File: src/rtl/core/mns_pkg.sv
// Shared types, widths and constants of the melody note sequencer.
package mns_pkg;

  // Field widths of the input and result beats.
  localparam int ACTION_W = 2;
  localparam int INDEX_W  = 5;
  localparam int FREQ_W   = 16;
  localparam int DIV_W    = 8;
  localparam int TIME_W   = 32;
  localparam int DUR_W    = 10;
  localparam int ENTRY_W  = FREQ_W + DIV_W;

  // Default number of melody table entries.
  localparam int TABLE_DEPTH_DEF = 32;

  // A note lasts NOTE_MS_NUM / divisor milliseconds.
  localparam int NOTE_MS_NUM = 1000;

  // A note is over once ELAPSED_SCALE * elapsed > DURATION_SCALE * duration.
  localparam int ELAPSED_SCALE  = 10;
  localparam int DURATION_SCALE = 13;

  // Input beat operation codes.
  typedef enum logic [ACTION_W-1:0] {
    ACT_WRITE   = 2'd0,
    ACT_RESTART = 2'd1,
    ACT_TICK    = 2'd2
  } action_t;

  // Request to the duration divider.
  typedef struct packed {
    logic             start;
    logic [DIV_W-1:0] divisor;
  } div_req_t;

  // Response of the duration divider.
  typedef struct packed {
    logic             done;
    logic [DUR_W-1:0] quotient;
  } div_rsp_t;

endpackage

File: src/rtl/core/mns_in_if.sv
// Input channel of the melody sequencer: valid, ready and the command payload.
interface mns_in_if;
  logic                             valid;
  logic                             ready;
  logic [mns_pkg::ACTION_W-1:0]     action;
  logic [mns_pkg::INDEX_W-1:0]      entry_index;
  logic [mns_pkg::FREQ_W-1:0]       entry_note;
  logic [mns_pkg::DIV_W-1:0]        entry_divisor;
  logic [mns_pkg::TIME_W-1:0]       current_time;

  modport source (
    output valid, action, entry_index, entry_note, entry_divisor, current_time,
    input  ready
  );

  modport sink (
    input  valid, action, entry_index, entry_note, entry_divisor, current_time,
    output ready
  );
endinterface

File: src/rtl/core/mns_out_if.sv
// Result channel of the melody sequencer: valid, ready and the tone commands.
interface mns_out_if;
  logic                         valid;
  logic                         ready;
  logic                         tone_stop;
  logic                         tone_start;
  logic [mns_pkg::FREQ_W-1:0]   tone_frequency;
  logic [mns_pkg::DUR_W-1:0]    tone_duration_ms;
  logic                         playing;

  modport source (
    output valid, tone_stop, tone_start, tone_frequency, tone_duration_ms, playing,
    input  ready
  );

  modport sink (
    input  valid, tone_stop, tone_start, tone_frequency, tone_duration_ms, playing,
    output ready
  );
endinterface

File: src/rtl/core/mns_ram.sv
// Generic single-port-write, single-port-read RAM with a registered read.
module mns_ram #(
  parameter  int WIDTH = mns_pkg::ENTRY_W,
  parameter  int DEPTH = mns_pkg::TABLE_DEPTH_DEF,
  localparam int AW    = (DEPTH > 1) ? $clog2(DEPTH) : 1
) (
  input  logic             clk,
  input  logic             we,
  input  logic [AW-1:0]    waddr,
  input  logic [WIDTH-1:0] wdata,
  input  logic             re,
  input  logic [AW-1:0]    raddr,
  output logic [WIDTH-1:0] rdata
);

  logic [WIDTH-1:0] mem [DEPTH];

  // Write port and registered read port.
  always_ff @(posedge clk) begin
    if (we) begin
      mem[waddr] <= wdata;
    end
    if (re) begin
      rdata <= mem[raddr];
    end
  end

endmodule

File: src/rtl/core/mns_div.sv
// Restoring divider that turns a note divisor into a duration of 1000/divisor ms.
module mns_div (
  input  logic              clk,
  input  logic              rst_n,
  input  mns_pkg::div_req_t req,
  output mns_pkg::div_rsp_t rsp
);

  localparam int STEPS = mns_pkg::DUR_W;
  localparam int CNT_W = $clog2(STEPS);
  localparam logic [STEPS-1:0] NUM = STEPS'(mns_pkg::NOTE_MS_NUM);

  logic                      busy_r;
  logic                      done_r;
  logic [CNT_W-1:0]          cnt_r;
  logic [mns_pkg::DIV_W:0]   rem_r;
  logic [STEPS-1:0]          quo_r;
  logic [mns_pkg::DIV_W-1:0] dsr_r;

  logic [CNT_W-1:0]          bit_idx;
  logic [mns_pkg::DIV_W:0]   rem_trial;
  logic                      fits;
  logic [mns_pkg::DIV_W:0]   rem_nxt;

  // One quotient bit per cycle, most significant first.
  assign bit_idx   = CNT_W'(STEPS - 1) - cnt_r;
  assign rem_trial = {rem_r[mns_pkg::DIV_W-1:0], NUM[bit_idx]};
  assign fits      = (rem_trial >= {1'b0, dsr_r});
  assign rem_nxt   = fits ? (rem_trial - {1'b0, dsr_r}) : rem_trial;

  always_ff @(posedge clk) begin
    if (!rst_n) begin
      busy_r <= 1'b0;
      done_r <= 1'b0;
    end else begin
      done_r <= 1'b0;
      if (req.start) begin
        busy_r <= 1'b1;
        cnt_r  <= '0;
        rem_r  <= '0;
        quo_r  <= '0;
        dsr_r  <= req.divisor;
      end else if (busy_r) begin
        rem_r <= rem_nxt;
        quo_r <= {quo_r[STEPS-2:0], fits};
        cnt_r <= cnt_r + 1'b1;
        if (cnt_r == CNT_W'(STEPS - 1)) begin
          busy_r <= 1'b0;
          done_r <= 1'b1;
        end
      end
    end
  end

  // An end note (divisor zero) has no duration.
  assign rsp.done     = done_r;
  assign rsp.quotient = (dsr_r == '0) ? '0 : quo_r;

endmodule

File: src/rtl/core/melody_note_sequencer.sv
// Melody note sequencer: plays a table of notes as tone stop/start commands.
//
// Channels: in_ch carries one command beat (write a table entry, restart the
// melody, or a millisecond tick); out_ch returns exactly one result beat per
// command with the tone stop/start commands and the playing flag.
// Path: a write, an unused action or a tick that finds nothing playing goes
// through DECODE and RESULT; a tick that does not advance through DECODE,
// COMPARE and RESULT; a restart or first tick through DECODE, DIV_WAIT (the
// 10-step duration divider) and RESULT; an advancing tick through DECODE,
// COMPARE, READ and DIV_WAIT to RESULT. One command is worked on at a time;
// the next is accepted once the previous result sits in the output register.
// Reset: the table reads as all zero (valid bit per entry), nothing plays until
// a restart, and no result is pending. No clearing pass is needed.
// Stall: a result waits in the output register while out_ch.ready is low; the
// block finishes the next command up to its result and then holds.
module melody_note_sequencer #(
  parameter int TABLE_DEPTH = mns_pkg::TABLE_DEPTH_DEF
) (
  input  logic   clk,
  input  logic   rst_n,
  mns_in_if.sink   in_ch,
  mns_out_if.source out_ch
);

  localparam int AW      = (TABLE_DEPTH > 1) ? $clog2(TABLE_DEPTH) : 1;
  localparam int POS_W   = $clog2(TABLE_DEPTH + 1);
  localparam int SCALE_W = mns_pkg::TIME_W + 4;

  typedef enum logic [2:0] {
    ST_IDLE,
    ST_DECODE,
    ST_COMPARE,
    ST_READ,
    ST_DIV_WAIT,
    ST_RESULT
  } state_t;

  state_t state_r;

  // Latched command beat.
  logic [mns_pkg::ACTION_W-1:0] item_action_r;
  logic [mns_pkg::INDEX_W-1:0]  item_index_r;
  logic [mns_pkg::FREQ_W-1:0]   item_note_r;
  logic [mns_pkg::DIV_W-1:0]    item_div_r;
  logic [mns_pkg::TIME_W-1:0]   item_time_r;

  // Playback state.
  logic [POS_W-1:0]             pos_r;
  logic                         first_r;
  logic                         finished_r;
  logic [mns_pkg::TIME_W-1:0]   start_time_r;
  logic [mns_pkg::FREQ_W-1:0]   held_freq_r;
  logic [mns_pkg::DUR_W-1:0]    held_dur_r;
  logic [mns_pkg::TIME_W-1:0]   elapsed_r;
  logic [TABLE_DEPTH-1:0]       valid_r;
  logic [mns_pkg::FREQ_W-1:0]   e0_freq_r;
  logic [mns_pkg::DIV_W-1:0]    e0_div_r;
  logic                         rd_ok_r;
  logic                         div_tick_r;

  // Result being built and the output register.
  logic                         res_stop_r;
  logic                         res_start_r;
  logic [mns_pkg::FREQ_W-1:0]   res_freq_r;
  logic [mns_pkg::DUR_W-1:0]    res_dur_r;
  logic                         out_valid_r;
  logic                         out_stop_r;
  logic                         out_start_r;
  logic [mns_pkg::FREQ_W-1:0]   out_freq_r;
  logic [mns_pkg::DUR_W-1:0]    out_dur_r;
  logic                         out_playing_r;

  mns_pkg::div_req_t            div_req_r;
  mns_pkg::div_rsp_t            div_rsp;

  logic                         wr_en;
  logic                         wr_in_range;
  logic [AW-1:0]                wr_addr;
  logic [POS_W-1:0]             pos_nxt;
  logic                         rd_in_range;
  logic                         rd_en;
  logic [AW-1:0]                rd_addr;
  logic [mns_pkg::ENTRY_W-1:0]  rd_data;
  logic [mns_pkg::ENTRY_W-1:0]  rd_entry;
  logic [SCALE_W-1:0]           elapsed_x;
  logic [SCALE_W-1:0]           dur_x;
  logic                         note_over;

  assign in_ch.ready = (state_r == ST_IDLE);

  // Table writes happen while decoding a write beat; reads are issued by a
  // later beat, so a read never meets a write to the same entry in flight.
  assign wr_in_range = (32'(item_index_r) < TABLE_DEPTH);
  assign wr_addr     = AW'(item_index_r);
  assign wr_en       = (state_r == ST_DECODE) &&
                       (mns_pkg::action_t'(item_action_r) == mns_pkg::ACT_WRITE) &&
                       wr_in_range;

  // Next note address and the note-over compare.
  assign pos_nxt     = pos_r + 1'b1;
  assign rd_in_range = (32'(pos_nxt) < TABLE_DEPTH);
  assign rd_addr     = AW'(pos_nxt);
  assign elapsed_x   = SCALE_W'(elapsed_r) * SCALE_W'(mns_pkg::ELAPSED_SCALE);
  assign dur_x       = SCALE_W'(held_dur_r) * SCALE_W'(mns_pkg::DURATION_SCALE);
  assign note_over   = (elapsed_x > dur_x);
  assign rd_en       = (state_r == ST_COMPARE) && note_over && rd_in_range;

  // Entries never written and reads past the table are end notes.
  assign rd_entry    = rd_ok_r ? rd_data : '0;

  mns_ram #(
    .WIDTH (mns_pkg::ENTRY_W),
    .DEPTH (TABLE_DEPTH)
  ) u_table (
    .clk   (clk),
    .we    (wr_en),
    .waddr (wr_addr),
    .wdata ({item_note_r, item_div_r}),
    .re    (rd_en),
    .raddr (rd_addr),
    .rdata (rd_data)
  );

  mns_div u_div (
    .clk   (clk),
    .rst_n (rst_n),
    .req   (div_req_r),
    .rsp   (div_rsp)
  );

  // Command sequencer with the playback state and the output register.
  always_ff @(posedge clk) begin
    if (!rst_n) begin
      state_r           <= ST_IDLE;
      pos_r             <= '0;
      first_r           <= 1'b0;
      finished_r        <= 1'b1;
      start_time_r      <= '0;
      held_freq_r       <= '0;
      held_dur_r        <= '0;
      valid_r           <= '0;
      e0_freq_r         <= '0;
      e0_div_r          <= '0;
      div_req_r.start   <= 1'b0;
      out_valid_r       <= 1'b0;
    end else begin
      // The result beat leaves unless a new one replaces it in this cycle.
      if (out_valid_r && out_ch.ready && (state_r != ST_RESULT)) begin
        out_valid_r <= 1'b0;
      end

      case (state_r)
        ST_IDLE: begin
          if (in_ch.valid) begin
            item_action_r <= in_ch.action;
            item_index_r  <= in_ch.entry_index;
            item_note_r   <= in_ch.entry_note;
            item_div_r    <= in_ch.entry_divisor;
            item_time_r   <= in_ch.current_time;
            res_stop_r    <= 1'b0;
            res_start_r   <= 1'b0;
            res_freq_r    <= '0;
            res_dur_r     <= '0;
            state_r       <= ST_DECODE;
          end
        end

        ST_DECODE: begin
          case (mns_pkg::action_t'(item_action_r))
            mns_pkg::ACT_WRITE: begin
              if (wr_in_range) begin
                valid_r[wr_addr] <= 1'b1;
                if (item_index_r == '0) begin
                  e0_freq_r <= item_note_r;
                  e0_div_r  <= item_div_r;
                end
              end
              state_r <= ST_RESULT;
            end
            mns_pkg::ACT_RESTART: begin
              pos_r             <= '0;
              first_r           <= 1'b0;
              finished_r        <= 1'b0;
              held_freq_r       <= e0_freq_r;
              div_req_r.start   <= 1'b1;
              div_req_r.divisor <= e0_div_r;
              div_tick_r        <= 1'b0;
              res_stop_r        <= 1'b1;
              state_r           <= ST_DIV_WAIT;
            end
            mns_pkg::ACT_TICK: begin
              if (finished_r || (e0_div_r == '0)) begin
                state_r <= ST_RESULT;
              end else if (pos_r >= POS_W'(TABLE_DEPTH)) begin
                finished_r <= 1'b1;
                res_stop_r <= 1'b1;
                state_r    <= ST_RESULT;
              end else if (!first_r) begin
                // First tick after a restart reloads entry 0.
                held_freq_r       <= e0_freq_r;
                div_req_r.start   <= 1'b1;
                div_req_r.divisor <= e0_div_r;
                div_tick_r        <= 1'b1;
                res_stop_r        <= 1'b1;
                start_time_r      <= item_time_r;
                first_r           <= 1'b1;
                state_r           <= ST_DIV_WAIT;
              end else begin
                elapsed_r <= item_time_r - start_time_r;
                state_r   <= ST_COMPARE;
              end
            end
            default: begin
              state_r <= ST_RESULT;
            end
          endcase
        end

        ST_COMPARE: begin
          if (note_over) begin
            res_stop_r   <= 1'b1;
            start_time_r <= item_time_r;
            pos_r        <= pos_nxt;
            rd_ok_r      <= rd_in_range && valid_r[rd_addr];
            state_r      <= ST_READ;
          end else begin
            state_r <= ST_RESULT;
          end
        end

        ST_READ: begin
          held_freq_r       <= rd_entry[mns_pkg::ENTRY_W-1:mns_pkg::DIV_W];
          div_req_r.start   <= 1'b1;
          div_req_r.divisor <= rd_entry[mns_pkg::DIV_W-1:0];
          div_tick_r        <= 1'b1;
          state_r           <= ST_DIV_WAIT;
        end

        ST_DIV_WAIT: begin
          // The divider has taken the request by now.
          div_req_r.start <= 1'b0;
          if (div_rsp.done) begin
            held_dur_r <= div_rsp.quotient;
            // A tick starts the loaded note unless it is an end note.
            if (div_tick_r && (div_rsp.quotient != '0)) begin
              res_start_r <= 1'b1;
              res_freq_r  <= held_freq_r;
              res_dur_r   <= div_rsp.quotient;
            end
            state_r <= ST_RESULT;
          end
        end

        ST_RESULT: begin
          if (!out_valid_r || out_ch.ready) begin
            out_valid_r   <= 1'b1;
            out_stop_r    <= res_stop_r;
            out_start_r   <= res_start_r;
            out_freq_r    <= res_freq_r;
            out_dur_r     <= res_dur_r;
            out_playing_r <= !finished_r && (e0_div_r != '0);
            state_r       <= ST_IDLE;
          end
        end

        default: begin
          state_r <= ST_IDLE;
        end
      endcase
    end
  end

  assign out_ch.valid            = out_valid_r;
  assign out_ch.tone_stop        = out_stop_r;
  assign out_ch.tone_start       = out_start_r;
  assign out_ch.tone_frequency   = out_freq_r;
  assign out_ch.tone_duration_ms = out_dur_r;
  assign out_ch.playing          = out_playing_r;

endmodule

File: src/flat_wrapper.sv
// flat-port wrapper written by rule: the top's interface ports become plain ports
module melody_note_sequencer_flat 
#(
  parameter int TABLE_DEPTH = mns_pkg::TABLE_DEPTH_DEF
)
  (clk, rst_n, in_ch_valid, in_ch_action, in_ch_entry_index, in_ch_entry_note, in_ch_entry_divisor, in_ch_current_time, in_ch_ready, out_ch_valid, out_ch_tone_stop, out_ch_tone_start, out_ch_tone_frequency, out_ch_tone_duration_ms, out_ch_playing, out_ch_ready);
  mns_in_if in_ch_i ();
  mns_out_if out_ch_i ();
  input  logic clk;
  input  logic rst_n;
  input wire logic [$bits(in_ch_i.valid)-1:0] in_ch_valid;
  input wire logic [$bits(in_ch_i.action)-1:0] in_ch_action;
  input wire logic [$bits(in_ch_i.entry_index)-1:0] in_ch_entry_index;
  input wire logic [$bits(in_ch_i.entry_note)-1:0] in_ch_entry_note;
  input wire logic [$bits(in_ch_i.entry_divisor)-1:0] in_ch_entry_divisor;
  input wire logic [$bits(in_ch_i.current_time)-1:0] in_ch_current_time;
  output wire logic [$bits(in_ch_i.ready)-1:0] in_ch_ready;
  output wire logic [$bits(out_ch_i.valid)-1:0] out_ch_valid;
  output wire logic [$bits(out_ch_i.tone_stop)-1:0] out_ch_tone_stop;
  output wire logic [$bits(out_ch_i.tone_start)-1:0] out_ch_tone_start;
  output wire logic [$bits(out_ch_i.tone_frequency)-1:0] out_ch_tone_frequency;
  output wire logic [$bits(out_ch_i.tone_duration_ms)-1:0] out_ch_tone_duration_ms;
  output wire logic [$bits(out_ch_i.playing)-1:0] out_ch_playing;
  input wire logic [$bits(out_ch_i.ready)-1:0] out_ch_ready;
  assign in_ch_i.valid = in_ch_valid;
  assign in_ch_i.action = in_ch_action;
  assign in_ch_i.entry_index = in_ch_entry_index;
  assign in_ch_i.entry_note = in_ch_entry_note;
  assign in_ch_i.entry_divisor = in_ch_entry_divisor;
  assign in_ch_i.current_time = in_ch_current_time;
  assign in_ch_ready = in_ch_i.ready;
  assign out_ch_valid = out_ch_i.valid;
  assign out_ch_tone_stop = out_ch_i.tone_stop;
  assign out_ch_tone_start = out_ch_i.tone_start;
  assign out_ch_tone_frequency = out_ch_i.tone_frequency;
  assign out_ch_tone_duration_ms = out_ch_i.tone_duration_ms;
  assign out_ch_playing = out_ch_i.playing;
  assign out_ch_i.ready = out_ch_ready;
  melody_note_sequencer #(.TABLE_DEPTH(TABLE_DEPTH)) u_core (.clk(clk), .rst_n(rst_n), .in_ch(in_ch_i), .out_ch(out_ch_i));
endmodule
File: config.mk
export PLATFORM = sky130hd
export DESIGN_NAME = melody_note_sequencer_flat
export DESIGN_NICKNAME = d
export VERILOG_FILES = /design/src/rtl/core/mns_pkg.sv /design/src/rtl/core/mns_in_if.sv /design/src/rtl/core/mns_out_if.sv /design/src/rtl/core/mns_ram.sv /design/src/rtl/core/mns_div.sv /design/src/rtl/core/melody_note_sequencer.sv /design/src/flat_wrapper.sv
export SDC_FILE = /design/constraint.sdc
export NUM_CORES = 1
export LEC_CHECK = 0
export BUFFER_PORTS_ARGS = -buffer_cell sky130_fd_sc_hd__buf_2
export CAP_MARGIN = 20
export CORE_ASPECT_RATIO = 1.75
export CORE_MARGIN = 2
export CORE_UTILIZATION = 45
export DETAILED_ROUTE_END_ITERATION = 10
export GPL_ROUTABILITY_DRIVEN = 0
export GPL_TIMING_DRIVEN = 0
export PLACE_DENSITY = 0.64
export SLEW_MARGIN = 20
export SYNTH_ARGS = -nofsm -noshare
export SYNTH_HDL_FRONTEND = slang
export SYNTH_HIERARCHICAL = 1
export SYNTH_SLANG_ARGS = --single-unit
File: constraint.sdc
create_clock -name clk -period 7.5 [get_ports clk]
set_input_delay 1.125 -clock clk [delete_from_list [all_inputs] [get_ports clk]]
set_output_delay 1.125 -clock clk [all_outputs]
set_load 0.05 [all_outputs]
==> results of run 1 <==
==> state kept, by name (all words and copies together) (netlist names), 16 cells and up <==
register,count
u_core/elapsed_r,32
u_core/valid_r,32
u_core/u_table/rdata,24
u_core/start_time_r,32
u_core/held_freq_r,16
u_core/out_ch.tone_frequency,16
u_core/item_note_r,16
u_core/item_time_r,32
u_core/e0_freq_r,16
u_core/u_table/mem,768
u_core/res_freq_r,16
==> path summary, 6_finish.rpt <==
check | to | slack (ns)
worst max-delay path | u_core/start_time_r[27] | 0.43
worst min-delay path | u_core/u_div/dsr_r[2] | 0.41
worst max register to register | u_core/start_time_r[27] | 0.43
worst min register to register | u_core/u_div/dsr_r[2] | 0.41
==> synth_stat cells (29+ instances only) <==
| cell | instances | share of area |
|---|---|---|
| and3_1 | 34 | 0.0044 |
| edfxtp_1 | 984 | 0.62 |
| inv_1 | 111 | 0.0087 |
| nor2b_1 | 31 | 0.0040 |
| nor2_1 | 183 | 0.014 |
| buf_2 | 29 | 0.0030 |
| dfxtp_1 | 129 | 0.054 |
| a31oi_1 | 34 | 0.0044 |
| a21oi_1 | 193 | 0.020 |
| o21ai_0 | 49 | 0.0051 |
| mux2i_1 | 426 | 0.089 |
| nand2_1 | 300 | 0.023 |
| ha_1 | 142 | 0.037 |
| a22oi_1 | 73 | 0.011 |
| nand3_1 | 120 | 0.013 |
| a22o_1 | 48 | 0.0088 |
| nor3_1 | 48 | 0.0050 |
| clkbuf_1 | 81 | 0.0063 |
| xnor2_1 | 36 | 0.0066 |
==> layer usage <==
metal	GRT usage	vias to the layer above	part of all wire	wire, um
met2	0.420	743	0.54	65700
met4	0.136	6	0.064	7830
met3	0.0268	228	0.038	4660
met1	0.236	14400	0.36	44000
met5	0	-	0.00034	41
li1	-	13400	-	-
==> metrics by stage <==
step           cells  setup slack, ns  utilization
2_1_floorplan   3406             1.03            -
3_3_place_gp    4863           -0.158        0.474
3_5_place_dp    4920           0.0535        0.489
4_1_cts         5105           0.0294        0.519
5_1_grt         5108          0.00928        0.520
6_report        5110            0.429        0.520
==> power by group through the flow <==
stage	registers (uW)	clock network (uW)	logic, uW
finish	6860	5120	399
CTS	6860	5220	404
detailed placement	7000	0	401
global route	6870	5440	438
floorplan	6990	0	212
global placement	7050	0	302
==> area by class of cell <==
type	count	area, um2
fillers	8748	50800
flip-flops and latches	1113	32100
multi-input cells	2021	14700
clock buffers	124	2630
repair buffers	156	1810
well taps	1360	1700
plain buffers	160	915
clock inverters	61	622
inverters	112	420
diodes	3	7.51
==> logic make-up (layout without fill, tap and decap cells) <==
logic type / Yosys count / after routing / synth area share
buffers and inverters: 272 / 613 / 0.0279
adders and majority gates: 152 / 152 / 0.0413
and+or+nand+nor: 822 / 822 / 0.0794
other: 0 / 3 / 0
AOI/OAI and AO/OA: 556 / 556 / 0.0777
xor gates and xnor gates: 55 / 55 / 0.0101
muxes: 436 / 436 / 0.0932
DFF: 1113 / 1113 / 0.671
==> cells in the final DEF, fill, tap and decap left out, types with 17 or more instances in the layout <==
cell type,instances
xor2_1,19
nand2_1,300
clkbuf_1,100
dfxtp_1,129
clkinv_2,19
nand3_1,120
buf_12,18
nor3_1,48
and3_1,31
nor2b_1,31
a22o_1,48
a31oi_1,34
clkbuf_16,99
nor2_4,34
o21a_1,24
buf_6,22
xnor2_1,36
a22oi_1,73
a311oi_1,17
edfxtp_1,984
buf_2,126
and2_1,20
nor2_1,149
a21o_1,22
o21ai_0,48
mux2i_1,426
a21oi_1,193
inv_1,111
buf_4,17
ha_1,142
buf_16,30
==> what timing repair did <==
action                                  CTS  global route
hold endpoints to repair                  0             0
buffers inserted                          0             2
gates resized for setup                   0             2
endpoints found under the setup margin    0            60
==> qor.txt, run 1 <==
outcome: complete, no violations
Power Dens Cells: 225 nW/um2
Mapped Area: 47900 um2
final setup fails: 0
PnR Total Power: 12400 uW
kind of critical path: flop to flop
max-slew violation count: 0
start point of the critical path: u_core/held_dur_r[2]
TritonCTS Buffers: 99
pin count of the biggest net entering global routing: 37
Hold-fix buffers, CTS: 0
CP max FO: 10
WL/cell: 23.9 um
clk_lat worst skew: 0.71 ns
Post-synth top flop: edfxtp_1
TNS Setup: 0 ns
# DRC: 0
r2r startpoint: u_core/held_dur_r[2]
top-level I/O count: 98
area growth from synthesis to layout: 14.7%
DR pass1 iterations: 5
VDD IR max: 165 uV
antenna viol nets, final: 0
Leak: 0.0215 uW
CTS HTree Levels: 3
Setup crit start kind: flop
row count: 158
Worst EP required: 8.13 ns
area post-placement: 51700 um2
Top cell by count, worst path: a21oi_1
Logic pwr share: 0.032
CTS root buffer: clkbuf_16
power share of the clock group: 0.414
internal power: 9740 uW
HP Start: u_core/div_req_r[2]
GRT Util Overall: 0.224
Synth Register Bits: 1113
Placeable Area: 106000 um2
Total Die Area: 109000 um2
CTS Sinks: 1113
Reg2Reg Depth: 28
min cycle time layout: 7.07 ns
CP delay by family, top: compound AO/OA/AOI/OAI gates
stages on the worst setup path: 28
HP Class: flop to flop
Starting Density: 0.453
Hold WS: 0.412 ns
layout cell share with drive strength beyond 1: 0.123
Routed WL: 122000 um
worst path bufs/invs: 4
1st-iter DRT viols: 2004
unrepaired setup endpoints after global routing: false
PortBufs: 97
Worst slew margin: 0.143
Max Root-Sink Buffers: 3
crit path capture type: flop
hold path depth: 0
Max Fclk: 0.141 GHz
EDFF count, synth: 984
DPL Wire Length: 89900 um
GRT overflow: 0
Synth Instances: 3406
Finished Cell Area: 55000 um2
Max-cap violations: 0
clk_skew: 0.0201 ns
chip width: 251 um
number of global-route vias before repair: 29200
Nets: 3882
drt via density: 5.62
final period utilization: 0.943
first-pass GRT wire length: 182000 um
Avg Inst Size Synth: 14.1 um2
Seq pwr share: 0.554
Critical Path Slowest Stage Cell: or4_4
Yosys warnings: 6
sw frac: 0.213
async set or reset register ratio after synthesis: 0
Vias: 28700
Hold Vio Cnt, Final: 0
Netlist cell types: 89
worst slew pin tran: 1.28 ns
post-synth net total: 3625
antenna violations before repair: 6
Critical Path AT: 7.70 ns
sw power: 2640 uW
Seq/Total Area, Yosys: 0.671
Die Y: 436 um
CP max stage delay: 0.61 ns
Reg clk slew, reported paths: 0.07 ns
CTS tree: yes
No activity file was read; power rests on OpenSTA's default activity.
==> run 2, diff against run 1 <==
--- a/config.mk
+++ b/config.mk
@@ -12,10 +12,10 @@
 export CORE_UTILIZATION = 45
 export DETAILED_ROUTE_END_ITERATION = 10
 export GPL_ROUTABILITY_DRIVEN = 0
-export GPL_TIMING_DRIVEN = 0
-export PLACE_DENSITY = 0.64
+export PLACE_DENSITY_LB_ADDON = 0.05
 export SLEW_MARGIN = 20
 export SYNTH_ARGS = -nofsm -noshare
 export SYNTH_HDL_FRONTEND = slang
 export SYNTH_HIERARCHICAL = 1
 export SYNTH_SLANG_ARGS = --single-unit
+export TNS_END_PERCENT = 100
==> run 2 against run 1 <==
Against the previous run: routed wire length grew 2.9%; die area is the same; largest power group unchanged; global-route usage grew 0.71 points; sequential power is essentially flat; worst setup slack gained 0.23 ns.
==> qor.txt, run 2 (synthesized netlist as in run 1, its figures left out) <==
Max Fclk: 0.146 GHz (+3.3%)
Placement Setup Slack: 0.595 ns (+0.541 ns)
CTS root buffer: clkbuf_16
first-pass GRT wire length: 187000 um (+2.9%)
Layout fillers: 8936 (+2.1%)
capture point of the worst path: u_core/start_time_r[15]
PnR Total Power: 12300 uW (-0.75%)
commonest non-fill, non-tap cell in the layout: edfxtp_1
Inst Count DP: 4791 (-2.6%)
FF-to-FF End: u_core/start_time_r[15]
worst path bufs/invs: 3 (-1)
reg2reg setup slack: 0.65 ns (+0.23 ns)
# DRC: 0 (unchanged)
drt via density: 5.71 (+1.7%)
Nets: 3755 (-3.3%)
Routed WL: 126000 um (+2.9%)
Top cell by count, worst path: a21oi_1
start point of the critical path: u_core/held_dur_r[1]
kind of critical path: flop to flop
Biggest register: u_core/u_table/mem
max FFs per register: 768 (unchanged)
final period utilization: 0.913 (-0.0301)
PortBufs: 97 (unchanged)
Vias: 28500 (-0.78%)
TritonCTS Buffers: 102 (+3.0%)
min cycle time layout: 6.85 ns (-0.226 ns)
1st-iter DRT viols: 1790 (-11%)
chip width: 251 um (unchanged)
CTS Sinks: 1113 (unchanged)
Total Die Area: 109000 um2 (unchanged)
Worst slew margin: 0.276 (+0.132)
Critical Path AT: 7.47 ns (-0.23 ns)
Reg clk slew, reported paths: 0.06 ns (about the same)
layout cell share with drive strength beyond 1: 0.115 (-0.00819)
CP max stage delay: 0.61 ns (about the same)
clk_skew: 0.0281 ns (+0.00801 ns)
CTS HTree Levels: 3 (unchanged)
HP Class: flop to flop
final setup fails: 0 (unchanged)
Hold-fix buffers, CTS: 0 (unchanged)
Worst EP required: 8.13 ns (about the same)
VDD IR max: 185 uV (+12%)
stages on the worst setup path: 27 (-3.6%)
max-slew violation count: 0 (unchanged)
WL/cell: 25.2 um (+5.4%)
final setup margin: 0.654 ns (+0.226 ns)
top-level I/O count: 98 (unchanged)
post-CTS setup buffer count: 0 (unchanged)
Placeable Area: 106000 um2 (unchanged)
Max Root-Sink Buffers: 3 (unchanged)
clk_lat worst skew: 0.73 ns (+0.02 ns)
TNS Setup: 0 ns (unchanged)
Leak: 0.0209 uW (-2.7%)
Reg2Reg Depth: 27 (-3.6%)
outcome: complete, no violations
commonest cells after routing, fill and taps aside: edfxtp_1 (984), mux2i_1 (426), nand2_1 (300), a21oi_1 (193), nor2_1 (148)
unrepaired setup endpoints after global routing: false
worst slew pin tran: 1.09 ns (-0.193 ns)
GRT Util Overall: 0.231 (+0.00711)
CP delay by family, top: compound AO/OA/AOI/OAI gates
fin cells: 4985 (-2.4%)
Starting Density: 0.453 (unchanged)
CP max FO: 32 (+22)
DR pass1 iterations: 5 (unchanged)
crit path capture type: flop
Max-cap violations: 0 (unchanged)
Power Dens Cells: 231 nW/um2 (+2.3%)
antenna viol nets, final: 0 (unchanged)
area growth from synthesis to layout: 11.2%
pin count of the biggest net entering global routing: 131 (+250%)
register area: 32100 um2 (unchanged)
Multi-input gate area: 14600 um2 (-0.80%)
DPL Wire Length: 77900 um (-13%)
CTS tree: yes
Die Y: 436 um (unchanged)
row count: 158 (unchanged)
Setup crit start kind: flop
GRT overflow: 0 (unchanged)
Hold Vio Cnt, Final: 0 (unchanged)
number of global-route vias before repair: 29600 (+1.3%)
Critical Path Slowest Stage Cell: or4_4
r2r startpoint: u_core/held_dur_r[1]
CTS resizes: 0 (unchanged)
antenna violations before repair: 5 (-1)
-- run 2: changes by cell type in the layout (fill, tap and decap cells not counted), moves of 4 or more --
cell | before | now
buf_1 | 8 | 0
buf_12 | 18 | 4
buf_16 | 30 | 1
buf_2 | 126 | 97
buf_4 | 17 | 83
buf_6 | 22 | 0
buf_8 | 13 | 1
clkbuf_1 | 100 | 31
clkbuf_8 | 6 | 2
clkinv_1 | 12 | 16
nor2_2 | 1 | 33
nor2_4 | 34 | 3
-- run 2: worst min path at each step --
| stage | startpoint | end | cells after the start |
|---|---|---|---|
| final | u_core/div_req_r[1] | u_core/u_div/dsr_r[1] | 0 |
| after detailed placement | u_core/res_dur_r[8] | u_core/out_ch.tone_duration_ms[8] | 0 |
| after global routing | u_core/res_dur_r[8] | u_core/out_ch.tone_duration_ms[8] | 0 |
| after global placement | u_core/res_dur_r[9] | u_core/out_ch.tone_duration_ms[9] | 0 |
| after floorplan | u_core/res_dur_r[0] | u_core/out_ch.tone_duration_ms[0] | 0 |
| after CTS | u_core/res_dur_r[8] | u_core/out_ch.tone_duration_ms[8] | 0 |
-- run 2: cell type report --
type                    count  share of cell area
inverters                 112             0.00803
flip-flops and latches   1113               0.603
well taps                1360              0.0319
clock inverters            55             0.00937
multi-input cells        2021               0.274
clock buffers             135              0.0506
diodes                      3            0.000141
repair buffers            186              0.0231
-- run 2: stage by stage --
stage	util	cell area [um2]	hold slack [ns]
floorplan	-	47900	0.400
global placement	0.473	50000	0.406
detailed placement	0.473	50100	0.406
CTS	0.504	53300	0.421
global route	0.504	53300	0.426
finish	0.504	53300	0.419
-- run 2: routing by layer --
layer,global-route usage,vias to the layer above,part of all wire
met5,0,-,0.00027
met4,0.106,4,0.042
met3,0.0234,209,0.036
met2,0.434,688,0.54
met1,0.261,14500,0.38
li1,-,13100,-
-- run 2: worst register-to-register path: stages (launching register included) --
cell	delay (ns)
dfxtp_1	0.40
ha_1	0.27
fa_1	0.54
inv_1	0.07
fa_1	0.46
inv_1	0.07
a21oi_1	0.06
o21ai_0	0.25
a21oi_1	0.11
o21ai_0	0.29
a21oi_1	0.11
o21bai_1	0.20
a21o_1	0.14
a21oi_1	0.06
xor2_1	0.15
ha_1	0.31
a21o_1	0.17
a22oi_1	0.19
nand4_1	0.13
a311o_1	0.28
or4_4	0.43
a2111oi_4	0.28
nand4_1	0.15
or4_4	0.61
o21a_1	0.26
a41oi_4	0.21
buf_12	0.26
mux2i_1	0.31
-- run 2: where the power goes --
| group | total [uW] | switching (uW) | internal (uW) |
|---|---|---|---|
| Clock | 5070 | 2310 | 2750 |
| Sequential | 6840 | 37.2 | 6800 |
| Combinational | 388 | 267 | 121 |
